--- src/assert_macros.svh ---
// Concurrent assertion helpers; compiled out when SYNTHESIS is defined.
`ifndef ASSERT_MACROS_SVH
`define ASSERT_MACROS_SVH

`ifndef SYNTHESIS

// Flag any cycle in which expr holds.
`define ASSERT_NEVER(lbl, ck, rstn, expr) \
  lbl: assert property (@(posedge ck) disable iff (!rstn) !(expr)) \
    else $error("assertion failed: forbidden condition seen");

// Require cons in the same cycle as ante.
`define ASSERT_IMPLIES(lbl, ck, rstn, ante, cons) \
  lbl: assert property (@(posedge ck) disable iff (!rstn) (ante) |-> (cons)) \
    else $error("assertion failed: implication broken");

// Require cons in the cycle after ante.
`define ASSERT_NEXT(lbl, ck, rstn, ante, cons) \
  lbl: assert property (@(posedge ck) disable iff (!rstn) (ante) |=> (cons)) \
    else $error("assertion failed: next-cycle implication broken");

`else

`define ASSERT_NEVER(lbl, ck, rstn, expr)
`define ASSERT_IMPLIES(lbl, ck, rstn, ante, cons)
`define ASSERT_NEXT(lbl, ck, rstn, ante, cons)

`endif

`endif

--- src/ise_pkg.sv ---
`timescale 1ns / 1ps

package ise_pkg;

  localparam int DATA_W = 32;
  localparam int POS_W  = 5;

  localparam logic [1:0] OP_PUSH   = 2'd0;
  localparam logic [1:0] OP_POP    = 2'd1;
  localparam logic [1:0] OP_REMOVE = 2'd2;
  localparam logic [1:0] OP_INSERT = 2'd3;

  localparam logic [1:0] FAULT_OK    = 2'd0;
  localparam logic [1:0] FAULT_UNDER = 2'd1;
  localparam logic [1:0] FAULT_OVER  = 2'd2;
  localparam logic [1:0] FAULT_RANGE = 2'd3;

  typedef struct packed {
    logic [1:0]              op;
    logic signed [DATA_W-1:0] data_in;
    logic [POS_W-1:0]        position;
  } ise_in_t;

  typedef struct packed {
    logic signed [DATA_W-1:0] data_out;
    logic                    is_empty;
    logic [1:0]              fault;
  } ise_out_t;

  typedef enum logic [2:0] {
    ST_IDLE,
    ST_TAKE_RD,
    ST_TAKE_CAP,
    ST_SHIFT_RD,
    ST_SHIFT_WR,
    ST_PLACE,
    ST_DONE
  } ise_state_t;

endpackage

--- src/indexed_stack_engine.sv ---
// Steps: a fault goes straight to the result; push and insert shift any entries
//   above the slot up to open a gap, then place the word; pop and remove read
//   the entry, then shift any entries above it down. Each moved entry costs one
//   memory read and one memory write on the word store. Throughput: one
//   transaction at a time; ready returns when the result is registered.
// Reset: synchronous, active-low rst_n empties the stack; the store is not cleared.
`timescale 1ns / 1ps
`include "assert_macros.svh"

module indexed_stack_engine #(
  parameter int DEPTH = 16
) (
  input  logic              clk,
  input  logic              rst_n,
  input  logic              in_valid,
  output logic              in_ready,
  input  ise_pkg::ise_in_t  in_data,
  output logic              out_valid,
  input  logic              out_ready,
  output ise_pkg::ise_out_t out_data
);

  localparam int AW = $clog2(DEPTH);

  // Memory port between the sequencer and the word store.
  logic                              mem_we;
  logic [AW-1:0]                     mem_waddr;
  logic signed [ise_pkg::DATA_W-1:0] mem_wdata;
  logic                              mem_re;
  logic [AW-1:0]                     mem_raddr;
  logic signed [ise_pkg::DATA_W-1:0] mem_rdata;

  // Sequencer: decode each transaction, check faults, then walk the
  // shared stepper across the store to open or close a gap one entry
  // per read/write pair. The result register parts the two sides, so a
  // new transaction is taken while a finished result still waits.
  ise_ctrl #(.DEPTH(DEPTH)) u_ctrl (
    .clk       (clk),
    .rst_n     (rst_n),
    .in_valid  (in_valid),
    .in_ready  (in_ready),
    .in_data   (in_data),
    .out_valid (out_valid),
    .out_ready (out_ready),
    .out_data  (out_data),
    .mem_we    (mem_we),
    .mem_waddr (mem_waddr),
    .mem_wdata (mem_wdata),
    .mem_re    (mem_re),
    .mem_raddr (mem_raddr),
    .mem_rdata (mem_rdata)
  );

  // Word store: bottom of stack at address 0, registered read data.
  ise_mem #(.DEPTH(DEPTH)) u_mem (
    .clk   (clk),
    .we    (mem_we),
    .waddr (mem_waddr),
    .wdata (mem_wdata),
    .re    (mem_re),
    .raddr (mem_raddr),
    .rdata (mem_rdata)
  );

  // Read and write never share a cycle: the shift reads in ST_SHIFT_RD and writes in ST_SHIFT_WR.
  `ASSERT_NEVER(no_rw_same_cycle, clk, rst_n, mem_we && mem_re)
  // Drop ready right after taking a transaction.
  `ASSERT_NEXT(busy_after_accept, clk, rst_n, in_valid && in_ready, !in_ready)
  // Keep every write inside the store.
  `ASSERT_IMPLIES(write_in_range, clk, rst_n, mem_we, mem_waddr <= AW'(DEPTH - 1))

endmodule

--- src/ise_mem.sv ---
`timescale 1ns / 1ps

module ise_mem #(
  parameter int DEPTH = 16
) (
  input  logic                                    clk,
  input  logic                                    we,
  input  logic [$clog2(DEPTH)-1:0]                waddr,
  input  logic signed [ise_pkg::DATA_W-1:0]       wdata,
  input  logic                                    re,
  input  logic [$clog2(DEPTH)-1:0]                raddr,
  output logic signed [ise_pkg::DATA_W-1:0]       rdata
);

  logic signed [ise_pkg::DATA_W-1:0] mem [DEPTH];
  logic signed [ise_pkg::DATA_W-1:0] rdata_r;

  always_ff @(posedge clk) begin
    if (we) begin
      mem[waddr] <= wdata;
    end
  end

  always_ff @(posedge clk) begin
    if (re) begin
      rdata_r <= mem[raddr];
    end
  end

  assign rdata = rdata_r;

endmodule

--- src/ise_step_unit.sv ---
`timescale 1ns / 1ps

// Shared pointer stepper: one increment/decrement and one compare.
module ise_step_unit #(
  parameter int DEPTH = 16
) (
  input  logic [$clog2(DEPTH)-1:0] ptr,
  input  logic [$clog2(DEPTH)-1:0] lim,
  input  logic                     up,
  output logic [$clog2(DEPTH)-1:0] src,
  output logic                     more
);

  localparam int AW = $clog2(DEPTH);

  always_comb begin
    if (up) begin
      src  = ptr + AW'(1);
      more = (ptr < lim);
    end else begin
      src  = ptr - AW'(1);
      more = (ptr > lim);
    end
  end

endmodule

--- src/ise_ctrl.sv ---
`timescale 1ns / 1ps

module ise_ctrl #(
  parameter int DEPTH = 16
) (
  input  logic                               clk,
  input  logic                               rst_n,
  input  logic                               in_valid,
  output logic                               in_ready,
  input  ise_pkg::ise_in_t                   in_data,
  output logic                               out_valid,
  input  logic                               out_ready,
  output ise_pkg::ise_out_t                  out_data,
  output logic                               mem_we,
  output logic [$clog2(DEPTH)-1:0]           mem_waddr,
  output logic signed [ise_pkg::DATA_W-1:0]  mem_wdata,
  output logic                               mem_re,
  output logic [$clog2(DEPTH)-1:0]           mem_raddr,
  input  logic signed [ise_pkg::DATA_W-1:0]  mem_rdata
);

  localparam int AW = $clog2(DEPTH);
  localparam int CW = $clog2(DEPTH + 1);
  localparam int PW = ise_pkg::POS_W;
  localparam int MW = (CW > PW) ? CW : PW;
  localparam logic [CW-1:0] FULL = CW'(DEPTH);

  ise_pkg::ise_state_t state_r, state_nxt;

  logic [CW-1:0]                      count_r, count_nxt;
  logic [AW-1:0]                      ptr_r, ptr_nxt;
  logic [AW-1:0]                      lim_r, lim_nxt;
  logic                               up_r, up_nxt;
  logic signed [ise_pkg::DATA_W-1:0]  val_r, val_nxt;
  logic signed [ise_pkg::DATA_W-1:0]  result_r, result_nxt;
  logic [1:0]                         fault_r, fault_nxt;
  logic                               empty_r, empty_nxt;
  ise_pkg::ise_out_t                  out_r, out_nxt;
  logic                               out_valid_r, out_valid_nxt;

  logic          acc;
  logic          load_out;
  logic [MW-1:0] pos_m;
  logic [MW-1:0] cnt_m;
  logic          is_rem;
  logic          cnt_zero;
  logic          cnt_full;
  logic          pos_above;
  logic [1:0]    fault_dec;
  logic [MW-1:0] rem_pos;
  logic [MW-1:0] ins_pos;
  logic [MW-1:0] rem_slot;
  logic [MW-1:0] ins_slot;
  logic [AW-1:0] step_src;
  logic          step_more;

  ise_step_unit #(.DEPTH(DEPTH)) u_step (
    .ptr  (ptr_r),
    .lim  (lim_r),
    .up   (up_r),
    .src  (step_src),
    .more (step_more)
  );

  assign acc      = in_valid && in_ready;
  assign load_out = (state_r == ise_pkg::ST_DONE) && (!out_valid_r || out_ready);

  // Request decode and fault check.
  always_comb begin
    pos_m     = MW'(in_data.position);
    cnt_m     = MW'(count_r);
    cnt_zero  = (count_r == '0);
    cnt_full  = (count_r == FULL);
    pos_above = (pos_m > cnt_m);
    is_rem    = (in_data.op == ise_pkg::OP_POP) || (in_data.op == ise_pkg::OP_REMOVE);
    rem_pos   = (in_data.op == ise_pkg::OP_POP) ? cnt_m : pos_m;
    ins_pos   = (in_data.op == ise_pkg::OP_PUSH) ? '0 : pos_m;
    rem_slot  = rem_pos - MW'(1);
    ins_slot  = cnt_m - ins_pos;
    unique case (in_data.op)
      ise_pkg::OP_PUSH: begin
        fault_dec = cnt_full ? ise_pkg::FAULT_OVER : ise_pkg::FAULT_OK;
      end
      ise_pkg::OP_POP: begin
        fault_dec = cnt_zero ? ise_pkg::FAULT_UNDER : ise_pkg::FAULT_OK;
      end
      ise_pkg::OP_REMOVE: begin
        if (cnt_zero) begin
          fault_dec = ise_pkg::FAULT_UNDER;
        end else if ((pos_m == '0) || pos_above) begin
          fault_dec = ise_pkg::FAULT_RANGE;
        end else begin
          fault_dec = ise_pkg::FAULT_OK;
        end
      end
      default: begin
        if (pos_above) begin
          fault_dec = ise_pkg::FAULT_RANGE;
        end else if (cnt_full) begin
          fault_dec = ise_pkg::FAULT_OVER;
        end else begin
          fault_dec = ise_pkg::FAULT_OK;
        end
      end
    endcase
  end

  // Datapath next values.
  always_comb begin
    count_nxt     = count_r;
    ptr_nxt       = ptr_r;
    lim_nxt       = lim_r;
    up_nxt        = up_r;
    val_nxt       = val_r;
    result_nxt    = result_r;
    fault_nxt     = fault_r;
    empty_nxt     = empty_r;
    out_nxt       = out_r;
    out_valid_nxt = out_valid_r && !out_ready;

    if (acc) begin
      val_nxt    = in_data.data_in;
      fault_nxt  = fault_dec;
      result_nxt = '0;
      up_nxt     = is_rem;
      if (fault_dec == ise_pkg::FAULT_OK) begin
        if (is_rem) begin
          count_nxt = count_r - CW'(1);
          ptr_nxt   = rem_slot[AW-1:0];
          lim_nxt   = AW'(count_r - CW'(1));
        end else begin
          count_nxt = count_r + CW'(1);
          ptr_nxt   = AW'(count_r);
          lim_nxt   = ins_slot[AW-1:0];
        end
      end
      empty_nxt = (count_nxt == '0);
    end

    if (state_r == ise_pkg::ST_TAKE_CAP) begin
      result_nxt = mem_rdata;
    end

    if (state_r == ise_pkg::ST_SHIFT_WR) begin
      ptr_nxt = step_src;
    end

    if (load_out) begin
      out_valid_nxt     = 1'b1;
      out_nxt.data_out  = result_r;
      out_nxt.is_empty  = empty_r;
      out_nxt.fault     = fault_r;
    end
  end

  // Sequencer next state.
  always_comb begin
    state_nxt = state_r;
    unique case (state_r)
      ise_pkg::ST_IDLE: begin
        if (acc) begin
          if (fault_dec != ise_pkg::FAULT_OK) begin
            state_nxt = ise_pkg::ST_DONE;
          end else if (is_rem) begin
            state_nxt = ise_pkg::ST_TAKE_RD;
          end else begin
            state_nxt = ise_pkg::ST_SHIFT_RD;
          end
        end
      end
      ise_pkg::ST_TAKE_RD:  state_nxt = ise_pkg::ST_TAKE_CAP;
      ise_pkg::ST_TAKE_CAP: state_nxt = ise_pkg::ST_SHIFT_RD;
      ise_pkg::ST_SHIFT_RD: begin
        if (step_more) begin
          state_nxt = ise_pkg::ST_SHIFT_WR;
        end else if (up_r) begin
          state_nxt = ise_pkg::ST_DONE;
        end else begin
          state_nxt = ise_pkg::ST_PLACE;
        end
      end
      ise_pkg::ST_SHIFT_WR: state_nxt = ise_pkg::ST_SHIFT_RD;
      ise_pkg::ST_PLACE:    state_nxt = ise_pkg::ST_DONE;
      ise_pkg::ST_DONE: begin
        if (load_out) begin
          state_nxt = ise_pkg::ST_IDLE;
        end
      end
      default: state_nxt = ise_pkg::ST_IDLE;
    endcase
  end

  // Sequencer outputs: memory port and input handshake.
  always_comb begin
    in_ready  = 1'b0;
    mem_re    = 1'b0;
    mem_raddr = ptr_r;
    mem_we    = 1'b0;
    mem_waddr = ptr_r;
    mem_wdata = mem_rdata;
    unique case (state_r)
      ise_pkg::ST_IDLE: begin
        in_ready = 1'b1;
      end
      ise_pkg::ST_TAKE_RD: begin
        mem_re = 1'b1;
      end
      ise_pkg::ST_SHIFT_RD: begin
        mem_re    = step_more;
        mem_raddr = step_src;
      end
      ise_pkg::ST_SHIFT_WR: begin
        mem_we = 1'b1;
      end
      ise_pkg::ST_PLACE: begin
        mem_we    = 1'b1;
        mem_waddr = lim_r;
        mem_wdata = val_r;
      end
      default: begin
        in_ready = 1'b0;
      end
    endcase
  end

  always_ff @(posedge clk) begin
    if (!rst_n) begin
      state_r     <= ise_pkg::ST_IDLE;
      count_r     <= '0;
      out_valid_r <= 1'b0;
    end else begin
      state_r     <= state_nxt;
      count_r     <= count_nxt;
      out_valid_r <= out_valid_nxt;
    end
  end

  always_ff @(posedge clk) begin
    ptr_r    <= ptr_nxt;
    lim_r    <= lim_nxt;
    up_r     <= up_nxt;
    val_r    <= val_nxt;
    result_r <= result_nxt;
    fault_r  <= fault_nxt;
    empty_r  <= empty_nxt;
    out_r    <= out_nxt;
  end

  assign out_valid = out_valid_r;
  assign out_data  = out_r;

endmodule

--- config.mk ---
export PLATFORM = sky130hd
export DESIGN_NAME = indexed_stack_engine
export DESIGN_NICKNAME = d
export VERILOG_FILES = /design/src/ise_pkg.sv /design/src/indexed_stack_engine.sv /design/src/ise_mem.sv /design/src/ise_step_unit.sv /design/src/ise_ctrl.sv
export VERILOG_INCLUDE_DIRS = /design/src /design/src/src
export SDC_FILE = /design/constraint.sdc
export NUM_CORES = 1
export LEC_CHECK = 0
export BUFFER_PORTS_ARGS = -buffer_cell sky130_fd_sc_hd__buf_2
export CORE_ASPECT_RATIO = 0.5
export CORE_MARGIN = 10
export CORE_UTILIZATION = 58
export CTS_BUF_LIST = sky130_fd_sc_hd__clkbuf_8
export DETAILED_ROUTE_END_ITERATION = 10
export HOLD_SLACK_MARGIN = 0.02
export PLACE_DENSITY = 0.78
export SYNTH_ARGS = -nofsm -noshare
export SYNTH_HDL_FRONTEND = slang
export SYNTH_SLANG_ARGS = --single-unit
--- constraint.sdc ---
create_clock -name clk -period 3.6 [get_ports clk]
set_input_delay 0.36 -clock clk [delete_from_list [all_inputs] [get_ports clk]]
set_output_delay 0.36 -clock clk [all_outputs]
set_load 0.02 [all_outputs]
* Word-level counts from Yosys, hierarchy flattened *
Memory sizes are Yosys's and may differ from the RTL's. A register that Yosys moved wholly into a read port is not among the register bits.
Cells that the tools add are included.

cells by class
  add/sub/neg operators = 6
  $lt $le $gt $ge = 3
  eq/ne operators = 11
  multiplexer cells = 36
  reduce and logical (&&, ||, !) cells = 23

operators with widths
  operator                                               count
  two-way mux 32 bit                                     3
  two-way mux 4 bit                                      10
  case mux 3 bit (6 select lines)                        1
  logical NOT 5 bit                                      3
  two-way mux 5 bit                                      3
  two-way mux 2 bit                                      6
  two-way mux 3 bit                                      4
  equality test 3 bit, second input constant             3
  nonzero test 2 bit                                     4
  subtractor 4 x 1 -> 4 bit, second input constant       2
  two-way mux 1 bit                                      7
  equality test 3 x 2 -> 1 bit, second input constant    2
  case mux 2 bit (3 select lines)                        1
  AND reduction 2 bit                                    3
  adder 5 x 1 -> 5 bit, second input constant            1
  equality test 5 bit, second input constant             1
  greater-than comparator 5 bit                          1
  subtractor 5 x 1 -> 5 bit, second input constant       1
  adder 4 x 1 -> 4 bit, second input constant            1
  greater-than comparator 4 bit                          1
  logical NOT 2 bit                                      2
  < comparator 4 bit                                     1
  inequality test 2 x 1 -> 1 bit, second input constant  2
  OR reduction 2 bit                                     2
  other kinds (9)                                        14

storage, ports and cells
  register bits after elaboration = 120
  bits in writable memories = 512
  input bits = 43
  output and inout bits = 37
  memories = 1

memory list
  name       depth  width  read ports  clocked after memory_dff  wr ports  RTL line       text
  u_mem.mem  16     32     1           1                         1         ise_mem.sv:15  logic signed [ise_pkg::DATA_W-1:0] mem [DEPTH];

* Longest topological paths before layout *
Gate-level depths: netlist of the first run.

  depth after elaboration = 9
  gate-level depth with buffers = 11
  depth with buffers taken out = 10

* Modules after synthesis *
A second synthesis of the first run with hierarchy kept.

unflattened totals
  cell total of the unflattened synthesis = 1234
  area total of the unflattened synthesis = 25742.2 sq um

by module, submodules not included
  module         instances  cells an instance  area each (sq um)  seq. area each (sq um)
  ise_mem        1          838                20155.6            16335.7
  ise_ctrl       1          371                5388.9             3513.4
  ise_step_unit  1          25                 197.7              0.0

* Least setup slack after synthesis of the first run *
No wires, ideal clock.

  path kind = register -> register
  start point = register u_ctrl.ptr_r[1]
  end point = register u_mem.rdata_r, in the netlist u_mem.rdata[0], read port of u_mem.mem, enable pin
  library setup time = 0.432 ns
  data arrival time = 2.973 ns
  required time = 3.168 ns
  path slack = 0.195 ns
  cell stages (with the launch flop) = 9
  path buffers = 0
  period minus slack after synthesis = 3.405 ns
  cells stage by stage = edfxtp_1 ha_1 nor2b_1 o21ai_0 nand2b_1 a21oi_1 a41oi_1 mux2i_1 a21oi_1

between the ends
  word-level cells in the longest chain between the ends = 3
  elaborated cells between the ends (all ways) = 8

ends and longest elaborated chain
  what                                                                 RTL line                                  text
  start, declared                                                      ise_ctrl.sv:31                            logic [AW-1:0] ptr_r, ptr_nxt;
  start signal, assigned                                               ise_ctrl.sv:239                           ptr_r <= ptr_nxt;
  greater-than comparator 4 bit or < comparator 4 bit (tied branches)  ise_step_unit.sv:22, ise_step_unit.sv:19
  two-way mux 1 bit (*)                                                ise_step_unit.sv:17                       if (up) begin
  case mux 1 bit (2 select lines) (*)                                  ise_ctrl.sv:201                           unique case (state_r)
  named net mem_re                                                     indexed_stack_engine.sv:29                logic mem_re;
  end, declared                                                        ise_mem.sv:16                             logic signed [ise_pkg::DATA_W-1:0] rdata_r;

The timed path passes the listed nets; every way through them passes the cells marked *.
A chain may end at the register's enable or synchronous reset.

* Worst setup path in the final report of the first run *
  start point = register u_ctrl.count_r[3] (netlist: u_ctrl.cnt_m[3])
  end point = register u_ctrl.ptr_r[0], enable pin

between the ends
  word-level cells in the longest chain between the ends = 8
  elaborated cells between the ends (all ways) = 13

ends and longest elaborated chain
  what                                      RTL line         text
  start, declared                           ise_ctrl.sv:30   logic [CW-1:0] count_r, count_nxt;
  start signal, assigned                    ise_ctrl.sv:233  count_r <= count_nxt;
  greater-than comparator 5 bit             ise_ctrl.sv:74   pos_above = (pos_m > cnt_m);
  logical OR 1 bit                          ise_ctrl.sv:90   end else if ((pos_m == '0) || pos_above) begin
  two-way mux 2 bit                         ise_ctrl.sv:90
  two-way mux 2 bit                         ise_ctrl.sv:88   if (cnt_zero) begin
  case mux 2 bit (3 select lines) (*)       ise_ctrl.sv:80   unique case (in_data.op)
  logical NOT 2 bit (*)                     ise_ctrl.sv:126  if (fault_dec == ise_pkg::FAULT_OK) begin
  nonzero test 2 bit (no source line) (*)   --
  AND reduction 2 bit (no source line) (*)  --

Mark *: on every way between the ends. The rest lies on a longest branch, timed or not.

==> results of run 1 <==
through the flow:
step	instances	instance area, um^2	worst slack [ns]	utilization [%]	hold slack [ns]
2_1_floorplan	1176	25790	0.1947	-	0.4003
3_3_place_gp	1835	27450	0.4457	62.69	0.4012
3_5_place_dp	1835	27450	0.2938	62.69	0.4045
4_1_cts	2020	29370	0.3048	67.09	0.02693
5_1_grt	2022	29390	0.1097	67.12	0.07790
6_report	2022	29390	0.3694	67.12	0.08166
Yosys cell counts, drive strengths merged (3+ instances only):
cell type and instances:
a21oi 16, a31oi 8, and2 34, and3 3, buf 27, clkbuf 26, dfxtp 9, edfxtp 655
ha 21, inv 24, mux2 32, mux2i 11, mux4 160, nand2 19, nand2b 7, nand3 7
nor2 32, nor2b 7, nor3 7, nor3b 5, o21ai 16, o31ai 4, or2 3, or4 4
xnor2 11
kinds of logic after synthesis:
logic type               count (synthesis)  synth area share, %
AND/OR/NAND/NOR                        135                2.833
multiplexers                           203                15.80
buffers and inverters                   77                1.295
AO/OA/AOI/OAI                           61                1.490
adder cells (fa/ha/maj)                 23                1.174
XOR/XNOR                                13               0.4415
flip-flops                             664                76.97
power groups by stage:
stage | clock network, mW | registers (mW) | logic [mW]
final | 5.22 | 9.77 | 3.72
after global routing | 5.63 | 9.80 | 4.00
after CTS | 5.29 | 9.76 | 3.73
after detailed placement | 0 | 9.92 | 3.69
after global placement | 0 | 9.89 | 3.52
after floorplan | 0 | 9.83 | 2.60
flip-flops by register name (all words and copies together), names as in the netlist:
signal            cells
u_ctrl.empty_r        1
u_mem.mem           512
u_ctrl.lim_r          4
u_ctrl.ptr_r          4
u_ctrl.fault_r        2
u_ctrl.val_r         32
u_ctrl.out_valid      1
u_ctrl.state_r        3
u_ctrl.up_r           1
u_mem.rdata          32
u_ctrl.result_r      32
u_ctrl.cnt_m          5
u_ctrl.out_data      35
worst paths after layout:
kind | depth (start not counted) | from | slack, ns | end
hold reg to reg | 0 | u_ctrl.result_r[21] | 0.42 | u_ctrl.out_data[24]
hold / removal | 3 | out_ready | 0.08 | u_ctrl.out_valid
setup / recovery | 10 | u_ctrl.cnt_m[3] | 0.37 | u_ctrl.ptr_r[0]
setup reg to reg | 10 | u_ctrl.cnt_m[3] | 0.37 | u_ctrl.ptr_r[0]
worst min-delay path, stage by stage:
cell	delay, ns
buf_2	0.07
nand2b_1	0.14
a21oi_1	0.09
layout make-up:
cell class | instances | share of cell area, %
clock inverters | 62 | 1.209
well taps | 588 | 2.504
multi-input cells | 435 | 19.70
inverters | 24 | 0.3066
repair buffers | 159 | 4.522
flip-flops and latches | 664 | 67.54
clock buffers | 90 | 4.215
routing by layer:
layer  global-route usage, %  vias to the layer above  wire length [um]
li1                        -                     5256                 -
met1                   26.94                     6688             21380
met5                       0                        -                 0
met3                   3.871                      103              4217
met4                   6.619                        0              1325
met2                   35.53                      656             28880
timing repair:
action | 4_1_cts | 5_1_grt
endpoints found under the hold margin | 33 | 0
buffers inserted | 0 | 2
hold buffers | 33 | 0
endpoints found under the setup margin | 0 | 4
==> impl_metrics.py, run 1 <==
metrics = {
    "logic_synthesis": {
        "synth.avg_cell_area_um2": 21.93,
        "syn_nets": 1242,
        "ys_seq_elements": 664,
        "synth_top_area_cell": "edfxtp_1",
        "synth-seq-area-share_pct": 76.97,
        "syn_inst": 1176,
        "synth_cell_types": 51,
        "synthArstFlopShare_pct": 0,
        "yosys_warnings": 0,
        "synth_top_cells_by_area": "edfxtp_1 (76%), mux4_2 (14%), mux2_2 (1.4%), ha_1 (1.0%), and2_1 (0.82%)",
        "synth_area_mm2": 0.02579,
        "synth-main-ff-cell": "edfxtp_1",
        "yosys.area.top_type_share_pct": 76.27,
        "synth_edf_count": 655,
    },
    "global_routing": {
        "grt_first_pass_wirelength_mm": 83.63,
        "grt_max_degree": 93,
        "antenna_found_initial": 0,
        "grt_pass1_vias": 13146,
        "grt_usage_pct": 20.74,
        "grt.overflow.total": 0,
    },
    "route": {
        "firstDrtPassIters": 6,
        "ant_nets": 0,
        "routed-via-count": 12703,
        "totalWireLength_mm": 55.81,
        "wl_per_cell_um": 27.60,
        "drt_iter0_markers": 1600,
        "drc": 0,
        "viasPerCell": 6.282,
    },
    "power_and_ir_drop": {
        "ir_worst_vdd_v": 0.0002973,
        "internal-power_mw": 13.79,
        "p_leak_nw": 9.658,
        "power_switching_mw": 4.924,
        "clkPwrFrac_pct": 27.9,
        "finalPower_mw": 18.71,
        "power.density_mw_per_mm2": 636.8,
        "seq_power_share_pct": 52.2,
        "comb_power_share_pct": 19.9,
        "p_sw_share_pct": 26.31,
    },
    "timing": {
        "hold_violations": 0,
        "finClkSkew_ns": 0.02325,
        "fin_setup_tns_ns": 0,
        "setup_violations": 0,
        "fin_crit_ns": 3.231,
        "slew_violations": 0,
        "slew_headroom_pct": 21.61,
        "rsz0062_at_grt": "no",
        "finalCritPeriodShare_pct": 89.74,
        "fmax_mhz": 309.5,
        "tightest_slew_ns": 1.170,
    },
    "critical_path": {
        "critPathTopFamily": "simple AND/OR/NAND/NOR gates",
        "required_ns": 3.94,
        "path_cells": "inv_1 -> ha_1 -> and3_1 -> a211oi_1 -> a21boi_0 -> o21ai_0 -> nand4_1 -> buf_4 -> nor2_1 -> or2_2",
        "cp_num_buf_inv": 2,
        "worstPathMaxFanout": 10,
        "startpoint_type": "register",
        "cp_slowest_cell": "dfxtp_1",
        "arrival_ns": 3.57,
        "max_stage_delay_ns": 0.49,
        "criticalPathCategory": "reg -> reg",
        "cp-end-kind": "register",
    },
    "clocking": {
        "htreeDepth": 3,
        "clock_latency_ns": 0.65,
        "cts_tree": "done",
        "cts_sinks": 664,
        "cts.path.max_buffers": 3,
        "cts-root-buf": "clkbuf_8",
        "path_clk_slew_ns": 0.06,
        "cts_resized": 0,
        "cts_buffers": 89,
    },
    "finish": {
        "regArea_mm2": 0.01985,
        "multiInputGateArea_mm2": 0.005789,
        "syn_to_final_growth_pct": 13.95,
        "final_common_cell": "edfxtp_1",
        "fill_cells": 2604,
        "mostFrequentLayoutCells": "edfxtp_1 (655), mux4_2 (160), clkbuf_8 (90), buf_2 (79), inv_1 (45)",
        "n_antenna_cell": 0,
        "layout-drive-gt1-share_pct": 32.08,
        "final_nets": 1439,
    },
    "min_path": {
        "min-delay-path-class": "in -> reg",
    },
    "die": {
        "num_rows": 54,
        "fp.dieH_um": 169.1,
        "dieWidth_um": 318.2,
        "core_region_area_mm2": 0.04378,
        "start_util_pct": 58.90,
        "boundaryPins": 80,
        "fp.dieArea_mm2": 0.05381,
    },
    "placed_design": {
        "portBuffers": 79,
        "globalplace.congestion": 0.8637,
        "dp_hpwl_mm": 30.54,
    },
    "job": {
        "cap_viol_max_count": 0,
    },
    "run_status": {
        "outcome": "completed",
    },
}
(Power assumes the default switching activity.)
==> run 2, diff against run 1 <==
--- a/config.mk
+++ b/config.mk
@@ -6,14 +6,15 @@
 export SDC_FILE = /design/constraint.sdc
 export NUM_CORES = 1
 export LEC_CHECK = 0
+export ABC_AREA = 0
 export BUFFER_PORTS_ARGS = -buffer_cell sky130_fd_sc_hd__buf_2
 export CORE_ASPECT_RATIO = 0.5
 export CORE_MARGIN = 10
-export CORE_UTILIZATION = 58
+export CORE_UTILIZATION = 65
 export CTS_BUF_LIST = sky130_fd_sc_hd__clkbuf_8
 export DETAILED_ROUTE_END_ITERATION = 10
 export HOLD_SLACK_MARGIN = 0.02
-export PLACE_DENSITY = 0.78
+export PLACE_DENSITY = 0.83
 export SYNTH_ARGS = -nofsm -noshare
 export SYNTH_HDL_FRONTEND = slang
 export SYNTH_SLANG_ARGS = --single-unit
==> constraint.sdc (replaced) <==
create_clock -name clk -period 3.9 [get_ports clk]
set_input_delay 0.39 -clock clk [delete_from_list [all_inputs] [get_ports clk]]
set_output_delay 0.39 -clock clk [all_outputs]
set_load 0.02 [all_outputs]
==> impl_metrics.py, run 2 (synthesized netlist as in run 1, its figures left out) <==
metrics = {
    "run_status": {
        "outcome": "completed",
    },
    "global_routing": {
        "grt.overflow.total": 0,
        "grt_pass1_vias": 14196,
        "antenna_found_initial": 1,
        "grtUsageMet1_pct": 35.48,
        "busiest_layer": "met2",
        "use_met2_pct": 45.26,
        "grt_first_pass_wirelength_mm": 96.74,
        "grtUsageMet3_pct": 6.575,
        "grt_usage_pct": 27.70,
        "grt_max_degree": 58,
    },
    "clocking": {
        "clock_latency_ns": 0.67,
        "cts_resized": 0,
        "cts-root-buf": "clkbuf_8",
        "cts_tree": "done",
        "cts_buffers": 86,
        "cts_sinks": 664,
        "path_clk_slew_ns": 0.07,
        "cts.path.max_buffers": 3,
        "htreeDepth": 3,
    },
    "timing": {
        "setup_violations": 0,
        "finClkSkew_ns": 0.03213,
        "slew_violations": 0,
        "rsz0062_at_grt": "no",
        "fin_setup_tns_ns": 0,
        "fin_ws_ns": 0.2841,
        "fin_crit_ns": 3.616,
        "tightest_slew_ns": 1.328,
        "hold_violations": 0,
        "finalCritPeriodShare_pct": 92.71,
        "fmax_mhz": 276.6,
        "slew_headroom_pct": 11.06,
    },
    "die": {
        "fp.dieArea_mm2": 0.04853,
        "dieWidth_um": 301.7,
        "start_util_pct": 66.04,
        "num_rows": 51,
        "fp.dieH_um": 160.8,
        "boundaryPins": 80,
        "core_region_area_mm2": 0.03905,
    },
    "critical_path": {
        "arrival_ns": 3.96,
        "crit_path_end": "u_ctrl.ptr_r[3]",
        "startpoint_type": "register",
        "criticalPathCategory": "reg -> reg",
        "reg2reg_from": "u_ctrl.cnt_m[3]",
        "required_ns": 4.25,
        "crit_start": "u_ctrl.cnt_m[3]",
        "worstPathMaxFanout": 15,
        "rr_endpoint": "u_ctrl.ptr_r[3]",
        "rrSetupSlack_ns": 0.28,
        "r2r_cells": 9,
        "cp-end-kind": "register",
    },
    "route": {
        "ant_nets": 0,
        "routed-via-count": 13741,
        "viasPerCell": 7.018,
        "totalWireLength_mm": 66.14,
        "wl_per_cell_um": 33.78,
        "drt_iter0_markers": 1960,
        "firstDrtPassIters": 5,
        "drc": 0,
    },
    "job": {
        "cap_viol_max_count": 0,
    },
    "placed_design": {
        "dp_hpwl_mm": 31.87,
        "globalplace.congestion": 0.9145,
        "dp_slack_ns": 0.3902,
        "portBuffers": 79,
    },
    "finish": {
        "final_nets": 1427,
        "top_register": "u_mem.mem",
        "final_common_cell": "edfxtp_1",
        "fin_util_pct": 74.72,
        "layout-drive-gt1-share_pct": 31.30,
        "mostFrequentLayoutCells": "edfxtp_1 (655), mux4_2 (160), clkbuf_8 (89), buf_2 (79), inv_1 (47)",
        "syn_to_final_growth_pct": 13.16,
        "largest_reg_flops": 512,
        "n_antenna_cell": 0,
    },
    "power_and_ir_drop": {
        "power.density_mw_per_mm2": 598.0,
        "ir_worst_vdd_v": 0.0003064,
        "p_leak_nw": 9.587,
    },
    "min_path": {
        "hold_depth": 2,
        "min-delay-path-class": "in -> reg",
    },
}
==> run 2: cell types whose count changed in the layout (fill, tap and decap cells not counted), moves of 2 or more <==
cell | before | now
buf_12 | 20 | 18
buf_4 | 27 | 21
clkinv_1 | 20 | 26
clkinv_2 | 12 | 9
inv_1 | 45 | 47
==> run 2: final cells by class <==
| type | count | area, um^2 |
|---|---|---|
| inverters | 24 | 90.09 |
| clock inverters | 66 | 331.6 |
| flip-flops and latches | 664 | 19850 |
| clock buffers | 89 | 1225 |
| well taps | 530 | 663.1 |
| fillers | 1906 | 9871 |
| repair buffers | 150 | 1234 |
| multi-input cells | 435 | 5789 |
==> run 2: metal layers <==
metal | vias up | part of all wire, %
li1 | 5244 | -
met1 | 7024 | 34
met2 | 1249 | 50
met3 | 222 | 11
met4 | 2 | 4.2
met5 | - | 0.020
==> run 2: power breakdown <==
group / internal [mW] / switching (mW)
combinational: 1.51 / 2.03
sequential: 8.82 / 0.233
clock: 2.26 / 2.59
==> run 2: how the worst min path moves through the flow <==
| stage | start | end | slack, ns |
|---|---|---|---|
| CTS | rst_n | u_ctrl.state_r[1] | 0.03 |
| floorplan | u_ctrl.fault_r[0] | u_ctrl.out_data[0] | 0.40 |
| detailed placement | u_ctrl.result_r[7] | u_ctrl.out_data[10] | 0.41 |
| finish | rst_n | u_ctrl.state_r[1] | 0.06 |
| global placement | u_ctrl.result_r[13] | u_ctrl.out_data[16] | 0.40 |
| global route | rst_n | u_ctrl.state_r[1] | 0.03 |
==> run 2: worst max-delay path, cell delays in order, from the launching register on <==
cell and delay, ns:
dfxtp_1 0.49, inv_1 0.14, ha_1 0.31, and3_1 0.19
a211oi_1 0.26, a21boi_0 0.23, o21ai_0 0.39, nand4_1 0.58
nor2_1 0.50, or2_2 0.24
==> run 2: what timing repair did <==
action                                 4_1_cts  5_1_grt
setup endpoints to repair                    0        0
setup buffers                                0        0
endpoints found under the hold margin       32        0
hold buffers                                32        0
==> run 2: stage by stage <==
step / hold slack, ns / power [mW] / cells / cell area (um^2)
floorplan: 0.4003 / 11.48 / 1176 / 25790
global placement: 0.4016 / 12.34 / 1771 / 27300
detailed placement: 0.4054 / 12.56 / 1771 / 27300
CTS: 0.02727 / 17.35 / 1958 / 29180
global route: 0.03221 / 18.03 / 1958 / 29180
finish: 0.06009 / 17.45 / 1958 / 29180
==> run 3, diff against run 2 <==
--- a/config.mk
+++ b/config.mk
@@ -9,9 +9,8 @@
 export ABC_AREA = 0
 export BUFFER_PORTS_ARGS = -buffer_cell sky130_fd_sc_hd__buf_2
 export CORE_ASPECT_RATIO = 0.5
-export CORE_MARGIN = 10
+export CORE_MARGIN = 3
 export CORE_UTILIZATION = 65
-export CTS_BUF_LIST = sky130_fd_sc_hd__clkbuf_8
 export DETAILED_ROUTE_END_ITERATION = 10
 export HOLD_SLACK_MARGIN = 0.02
 export PLACE_DENSITY = 0.83
==> impl_metrics.py, run 3 (synthesized netlist as in run 1, its figures left out) <==
metrics = {
    "critical_path": {
        "cp-end-kind": "register",
        "criticalPathCategory": "reg -> reg",
        "cp_slowest_cell": "nand4_1",
        "max_stage_delay_ns": 0.56,
        "required_ns": 4.20,
        "startpoint_type": "register",
        "path_cells": "inv_1 -> ha_1 -> and3_1 -> a211oi_1 -> a21boi_0 -> o21ai_0 -> nand4_1 -> nor2_1 -> or2_2",
        "arrival_ns": 3.81,
        "worstPathMaxFanout": 15,
    },
    "timing": {
        "setup_violations": 0,
        "fmax_mhz": 284.9,
        "hold_violations": 0,
        "fin_setup_tns_ns": 0,
        "slew_headroom_pct": 22.10,
        "tightest_slew_ns": 1.168,
        "fin_crit_ns": 3.509,
        "rsz0062_at_grt": "no",
        "slew_violations": 0,
        "finalCritPeriodShare_pct": 89.99,
        "finClkSkew_ns": 0.01555,
    },
    "die": {
        "fp.dieArea_mm2": 0.04225,
        "dieWidth_um": 287.7,
        "fp.dieH_um": 146.8,
        "start_util_pct": 67.47,
        "num_rows": 50,
        "core_region_area_mm2": 0.03822,
        "boundaryPins": 80,
    },
    "clocking": {
        "cts.path.max_buffers": 3,
        "path_clk_slew_ns": 0.07,
        "cts_buffers": 52,
        "cts_tree": "done",
        "htreeDepth": 2,
        "cts-root-buf": "clkbuf_16",
        "cts_sinks": 664,
        "clock_latency_ns": 0.60,
        "cts_resized": 0,
    },
    "power_and_ir_drop": {
        "ir_worst_vdd_v": 0.0003485,
        "finalPower_mw": 18.31,
        "p_leak_nw": 9.526,
        "power.density_mw_per_mm2": 623.1,
    },
    "finish": {
        "final_nets": 1387,
        "top_register": "u_mem.mem",
        "mostFrequentLayoutCells": "edfxtp_1 (655), mux4_2 (160), buf_2 (79), clkbuf_16 (54), and2_1 (34)",
        "final_cells": 1885,
        "fin_util_pct": 76.89,
        "n_antenna_cell": 0,
        "syn_to_final_growth_pct": 13.97,
        "final_common_cell": "edfxtp_1",
        "layout-drive-gt1-share_pct": 30.11,
        "largest_reg_flops": 512,
    },
    "placed_design": {
        "globalplace.congestion": 0.9042,
        "dp_hpwl_mm": 30.62,
        "portBuffers": 79,
        "post-place-cells": 1755,
    },
    "route": {
        "routed-via-count": 13444,
        "wl_per_cell_um": 35.07,
        "firstDrtPassIters": 5,
        "drc": 0,
        "ant_nets": 0,
        "viasPerCell": 7.132,
        "totalWireLength_mm": 66.11,
        "drt_iter0_markers": 2024,
    },
    "run_status": {
        "outcome": "completed",
    },
    "global_routing": {
        "grt_first_pass_wirelength_mm": 96.70,
        "grt_usage_pct": 32.65,
        "antenna_found_initial": 1,
        "grt_pass1_vias": 13721,
        "grt.overflow.total": 0,
        "grt_max_degree": 57,
    },
    "job": {
        "cap_viol_max_count": 0,
    },
    "min_path": {
        "min-delay-path-class": "in -> reg",
    },
}
run 3: worst paths after layout:
path / cells after the start / slack (ns) / start / end
setup / recovery: 9 / 0.39 / u_ctrl.cnt_m[3] / u_ctrl.ptr_r[0]
hold reg to reg: 0 / 0.42 / u_ctrl.result_r[5] / u_ctrl.out_data[8]
setup reg to reg: 9 / 0.39 / u_ctrl.cnt_m[3] / u_ctrl.ptr_r[0]
hold / removal: 3 / 0.10 / rst_n / u_ctrl.cnt_m[3]
run 3: timing repair:
item / 4_1_cts / 5_1_grt
hold buffers: 32 / 0
hold endpoints to repair: 32 / 0
setup buffers: 0 / 0
setup endpoints to repair: 0 / 0
run 3: layer usage:
metal	GRT usage [%]	routed length [um]	vias to the layer above
met5	0	13	-
met4	13.09	2745	2
met3	8.341	8259	208
met2	51.88	32370	1208
met1	44.48	22720	6880
li1	-	-	5146
run 3: cell type report:
class | count | area, um^2
clock buffer | 72 | 1419
clock inverter | 26 | 341.6
timing repair buffer | 144 | 1251
tap | 520 | 650.6
inverter | 24 | 90.09
fill | 1801 | 8833
sequential | 664 | 19850
multi-input combinational | 435 | 5789
run 3: metrics by stage:
| step | instance area, um^2 | hold WS, ns | setup WS [ns] |
|---|---|---|---|
| floorplan | 25790 | 0.4003 | 0.4947 |
| global placement | 27310 | 0.4004 | 0.6442 |
| detailed placement | 27310 | 0.4045 | 0.4727 |
| CTS | 29390 | 0.07720 | 0.4686 |
| global route | 29390 | 0.1097 | 0.1690 |
| finish | 29390 | 0.1020 | 0.3906 |
run 3: where the power goes:
part	switching, mW	internal [mW]
logic	2.03	1.50
clock network	2.61	3.10
registers	0.252	8.82
total	4.90	13.4
run 3: worst max-delay path, delay by kind of cell (launching register included):
family,cells,cell delay (ns)
AOI/OAI and AO/OA,3,0.77
adders and majority gates,1,0.31
buffers and inverters,1,0.15
DFF,1,0.51
and+or+nand+nor,4,1.48
